$ cat src/hw/rtl/bph_pkg.sv
// Shared types, constants and helper functions of the Bezier point and heading unit.
// No dependencies; every other file depends on this package.
package bph_pkg;

  localparam int CoordW = 32;
  localparam int TW = 17;
  localparam int CntW = 2;
  localparam int HeadW = 16;
  localparam logic [TW-1:0] TOne = 17'h10000;

  localparam int LerpPW = 51;
  localparam int VecW = 64;
  localparam int CordicW = 34;
  localparam int CordicSteps = 28;
  localparam int CordicPerStage = 2;
  localparam int CordicStages = CordicSteps / CordicPerStage;
  localparam int PointStages = 6;
  localparam int NormStages = 3;
  localparam int NormTop = 29;
  localparam int ShiftW = 6;

  typedef enum logic [CntW-1:0] {
    CntLine  = 2'd0,
    CntQuad  = 2'd1,
    CntCubic = 2'd2,
    CntBad   = 2'd3
  } cnt_e;

  typedef struct packed {
    logic [TW-1:0]            t_param;
    logic signed [CoordW-1:0] start_x;
    logic signed [CoordW-1:0] start_y;
    logic signed [CoordW-1:0] ctrl0_x;
    logic signed [CoordW-1:0] ctrl0_y;
    logic signed [CoordW-1:0] ctrl1_x;
    logic signed [CoordW-1:0] ctrl1_y;
    logic signed [CoordW-1:0] end_x;
    logic signed [CoordW-1:0] end_y;
    cnt_e                     ctrl_count;
  } req_t;

  typedef struct packed {
    logic signed [VecW-1:0] x;
    logic signed [VecW-1:0] y;
    logic                   zero;
  } dvec_t;

  typedef struct packed {
    logic signed [CordicW-1:0] x;
    logic signed [CordicW-1:0] y;
  } cvec_t;

  typedef struct packed {
    logic signed [CoordW-1:0] x;
    logic signed [CoordW-1:0] y;
  } point_t;

  function automatic logic signed [LerpPW-1:0] lerp_prod(input logic signed [CoordW-1:0] a,
                                                         input logic signed [CoordW-1:0] b,
                                                         input logic [TW-1:0] t);
    logic signed [CoordW:0] d;
    d = (CoordW+1)'(b) - (CoordW+1)'(a);
    return d * $signed({1'b0, t});
  endfunction

  function automatic logic signed [CoordW-1:0] lerp_sum(input logic signed [CoordW-1:0] a,
                                                        input logic signed [LerpPW-1:0] p);
    logic signed [LerpPW-1:0] r;
    r = (p + LerpPW'(32768)) >>> 16;
    return a + r[CoordW-1:0];
  endfunction

  function automatic logic signed [CordicW-1:0] atan_lut(input int unsigned i);
    logic signed [CordicW-1:0] v;
    unique case (i)
      0: v = 34'sd536870912;
      1: v = 34'sd316933406;
      2: v = 34'sd167458907;
      3: v = 34'sd85004756;
      4: v = 34'sd42667331;
      5: v = 34'sd21354465;
      6: v = 34'sd10680094;
      7: v = 34'sd5340245;
      8: v = 34'sd2670163;
      9: v = 34'sd1335087;
      10: v = 34'sd667544;
      11: v = 34'sd333772;
      12: v = 34'sd166886;
      13: v = 34'sd83443;
      14: v = 34'sd41722;
      15: v = 34'sd20861;
      16: v = 34'sd10430;
      17: v = 34'sd5215;
      18: v = 34'sd2608;
      19: v = 34'sd1304;
      20: v = 34'sd652;
      21: v = 34'sd326;
      22: v = 34'sd163;
      23: v = 34'sd81;
      24: v = 34'sd41;
      25: v = 34'sd20;
      26: v = 34'sd10;
      27: v = 34'sd5;
      default: v = '0;
    endcase
    return v;
  endfunction

endpackage

$ cat src/hw/rtl/bph_norm.sv
// Three-stage normalizer: magnitude, leading-one search, floor shift into CORDIC range.
// Depends on bph_pkg.
module bph_norm (
  input  logic            clk_i,
  input  logic            en_i,
  input  bph_pkg::dvec_t  vec_i,
  output bph_pkg::cvec_t  vec_o
);
  import bph_pkg::*;

  logic signed [VecW-1:0] x1_q, y1_q, x2_q, y2_q, xs, ys;
  logic [VecW-2:0] or1_q;
  logic [VecW-1:0] mx, my;
  logic [ShiftW-1:0] s_d, s2_q;
  cvec_t out_q;

  assign mx = vec_i.x[VecW-1] ? -vec_i.x : vec_i.x;
  assign my = vec_i.y[VecW-1] ? -vec_i.y : vec_i.y;

  always_comb begin
    s_d = '0;
    for (int i = NormTop; i < VecW - 1; i++) begin
      if (or1_q[i]) s_d = ShiftW'(i - NormTop + 1);
    end
  end

  assign xs = x2_q >>> s2_q;
  assign ys = y2_q >>> s2_q;

  always_ff @(posedge clk_i) begin
    if (en_i) begin
      x1_q <= vec_i.x;
      y1_q <= vec_i.y;
      or1_q <= mx[VecW-2:0] | my[VecW-2:0];
      x2_q <= x1_q;
      y2_q <= y1_q;
      s2_q <= s_d;
      out_q.x <= xs[CordicW-1:0];
      out_q.y <= ys[CordicW-1:0];
    end
  end

  assign vec_o = out_q;
endmodule

$ cat config.mk
export PLATFORM = sky130hd
export DESIGN_NAME = bph_norm
export DESIGN_NICKNAME = d
export VERILOG_FILES = /design/src/hw/rtl/bph_pkg.sv /design/src/hw/rtl/bph_norm.sv
export SDC_FILE = /design/constraint.sdc
export NUM_CORES = 1
export LEC_CHECK = 0
export BUFFER_PORTS_ARGS = -buffer_cell sky130_fd_sc_hd__buf_2
export CAP_MARGIN = 10
export CORE_ASPECT_RATIO = 2
export CORE_UTILIZATION = 55
export CTS_CLUSTER_SIZE = 40
export DETAILED_ROUTE_END_ITERATION = 7
export PLACE_DENSITY = 0.72
export SETUP_SLACK_MARGIN = 0.02
export SLEW_MARGIN = 5
export SYNTH_ARGS = -nofsm -noshare
export SYNTH_HDL_FRONTEND = slang
export SYNTH_SLANG_ARGS = --single-unit
$ cat constraint.sdc
create_clock -name clk_i -period 6.73 [get_ports clk_i]
set_input_delay 0.3365 -clock clk_i [delete_from_list [all_inputs] [get_ports clk_i]]
set_output_delay 0.3365 -clock clk_i [all_outputs]
set_load 0.02 [all_outputs]
==> flow_metrics.tcl <==
set metrics [dict create \
    outcome "finished clean" \
    r2r_cells 6 \
    finalSetupTns_ns 0 \
    setup_slack_ns 2.90 \
    dieArea_sq_um 37500 \
    grt_pass1_vias 15000 \
    first_iter_violations 1357 \
    vias_per_cell 6.59 \
    grt_antenna_before_repair 1 \
    grt-ovfl-total 0 \
    max_slew_margin 0.189 \
    place.gp.congestion 1.03 \
    dr.pass1.iters 6 \
    ant_nets 0 \
    cts_made_buffers 31 \
    synth_warnings 0 \
    die_w_um 138 \
    vias 14800 \
    p_per_area_nw_per_um2 261 \
    dieHeight_um 273 \
    endpoint_kind "flip-flop" \
    synth_seq_cells 364 \
    initial_core_util 0.557 \
    vdd_drop_max_mv 0.285 \
    start_kind "flip-flop" \
    synth_area_leaders "edfxtp_1 54%, mux4_2 14%, mux2i_1 4.3%" \
    ys.flop_type "edfxtp_1" \
    grt_max_degree 167 \
    avgSynthCellArea_sq_um 13.3 \
    rows 99 \
    synth.distinct_cells 66 \
    nFillCells 2598 \
    fin_crit_sh 0.569 \
    layout_common_cells "364 x edfxtp_1, 196 x buf_2, 194 x nand2_1" \
    cpLargestDelayFamily "compound AO/OA/AOI/OAI gates" \
    fin_skew_ns 0.0168 \
    worst_hold_path.endpoint "x1_q[51]" \
    worst-setup-path-type "flip-flop to flip-flop" \
    ioPinCount 199 \
    synth_edf_count 364 \
    path_clk_slew_ns 0.07 \
    hold_viol_final 0 \
    mostFrequentLayoutCell "edfxtp_1" \
    setup_viol 0 \
    slowest_delay_ns 0.95 \
    synth_nets 1647 \
    core_sq_um 36300 \
    period_needed_ns 3.83 \
    max_freq_mhz 261 \
    io_buffers 197 \
    cts_max_path_buffers 3 \
    hp-class "primary input to flip-flop" \
    cellLeakagePower_uw 0.00866 \
    holdPathStages 1 \
    nNetsFinal 1908 \
    rsz0062_at_grt "false" \
    synthArstFlopShare 0 \
    route.detailed.drc 0 \
    r2r-end "vec_o[13]" \
    cp_max_fo 48 \
    path_depth 6 \
    syn_to_final_growth_pct 17.1 \
    timing.hold.ws_ns 0.0262 \
    drt-wirelength-per-cell_um 29.5 \
    regToRegStartpoint "s2_q[1]" \
    post-route-util 0.652 \
    yosys.area.top_type_share 0.541 \
    final_layout_size_suffix_gt1_frac 0.250 \
    htreeDepth 1 \
    arrival_ns 4.18 \
    synth_largest_area_cell "edfxtp_1" \
    dp_hpwl_um 48400 \
    post_cts_resized 0 \
    cts_tree "yes" \
    syn_inst 1516 \
    clock_latency_ns 0.61 \
    synth_area_sq_um 20200 \
    fin_area_sq_um 23700 \
    gr-usage-all-layers 0.362 \
    grt_pass1_wl_um 95300 \
    slew_violations 0 \
    place_area_sq_um 21500 \
    totalWireLength_um 66400 \
    worst_pin_slew_ns 1.20 \
    drv_cap 0 \
    r2r_setup_slack_ns 2.90 \
    cp_data_required_time_ns 7.07 \
    synth.yosys.seq_area_share 0.541 \
    dp_slack_ns 3.08 \
    hp-start "vec_i[116]" \
    cts-root-buf "clkbuf_16" \
    cp_cell_sequence "buf_4, mux2i_1, a21oi_1, o21ai_0, o22ai_1, a221o_1" \
    cts_num_sinks 364 \
    critical_path_buf_inv_count 1 \
    crit_path_top_delay_cell "o21ai_0" \
]
## metal layers
metal  track usage  up-vias  share of wire
li1              -     6540              -
met2         0.672      696           0.55
met5             0        -              0
met1         0.349     7386           0.31
met4         0.281        0          0.092
met3        0.0458      225          0.049
## cell families (layout without fill, tap and decap cells)
group           Yosys count  after routing  synth area share
mux                     261            261             0.210
xor+xnor                 66             66            0.0286
flops                   364            364             0.541
compound gates          299            299             0.103
simple gates            398            398            0.0899
buf+inv                 128            409            0.0275
other cells               0              2                 0
## report_power, final
| part | leakage, uW | internal (uW) | switching, uW |
|---|---|---|---|
| combinational | 0.00462 | 599 | 900 |
| sequential | 0.00357 | 2750 | 135 |
| clock | 0.000467 | 966 | 825 |
## final cells by class
type / instances / area (sq um) / share of cell area
Antenna cell: 2 / 5.00 / 0.000212
Clock buffer: 37 / 798 / 0.0337
Clock inverter: 16 / 189 / 0.00798
Inverter: 19 / 71.3 / 0.00301
Multi-Input combinational cell: 1024 / 8730 / 0.369
Sequential cell: 364 / 10900 / 0.462
Tap cell: 454 / 568 / 0.0240
Timing Repair Buffer: 337 / 2370 / 0.100
## registers in the layout (all words and copies together), names as in the netlist
| register | cells |
|---|---|
| vec_o | 68 |
| x1_q | 64 |
| x2_q | 64 |
| y1_q | 64 |
| y2_q | 64 |
| or1_q | 34 |
| s2_q | 6 |
## cells in the mapped netlist (all sizes together) (6+ instances only)
master / instances
o21ai: 72
inv: 18
or3: 14
xor2: 53
nor2: 90
o211ai: 12
a21oi: 41
buf: 44
mux2: 49
nand2: 194
a21o: 15
nor4: 22
o22ai: 19
o22a: 28
o41ai: 13
clkbuf: 65
a31oi: 9
o221ai: 26
and2: 11
mux2i: 87
o31ai: 19
a221o: 6
mux4: 125
a211oi: 7
xnor2: 13
or4: 6
nand3: 8
nor3: 21
edfxtp: 364
## stage by stage
stage	std cells	total power, uW
CTS	2251	6160
global placement	2077	4320
floorplan	1516	3770
finish	2253	6170
global route	2252	6370
detailed placement	2077	4340
## how the worst max path moves through the flow
stage / slack [ns] / from / end
2_1_floorplan: 4.23 / s2_q[1] / vec_o[16]
3_3_place_gp: 3.15 / s2_q[0] / vec_o[13]
3_5_place_dp: 3.08 / s2_q[0] / vec_o[13]
4_1_cts: 3.06 / s2_q[0] / vec_o[13]
5_1_grt: 2.87 / s2_q[2] / vec_o[35]
6_report: 2.90 / s2_q[1] / vec_o[13]
## what timing repair did
action,in CTS,in global routing
setup buffers,0,0
setup endpoints to repair,0,0
hold buffers,121,0
endpoints found under the hold margin,121,0
No activity file was read; power rests on OpenSTA's default activity.
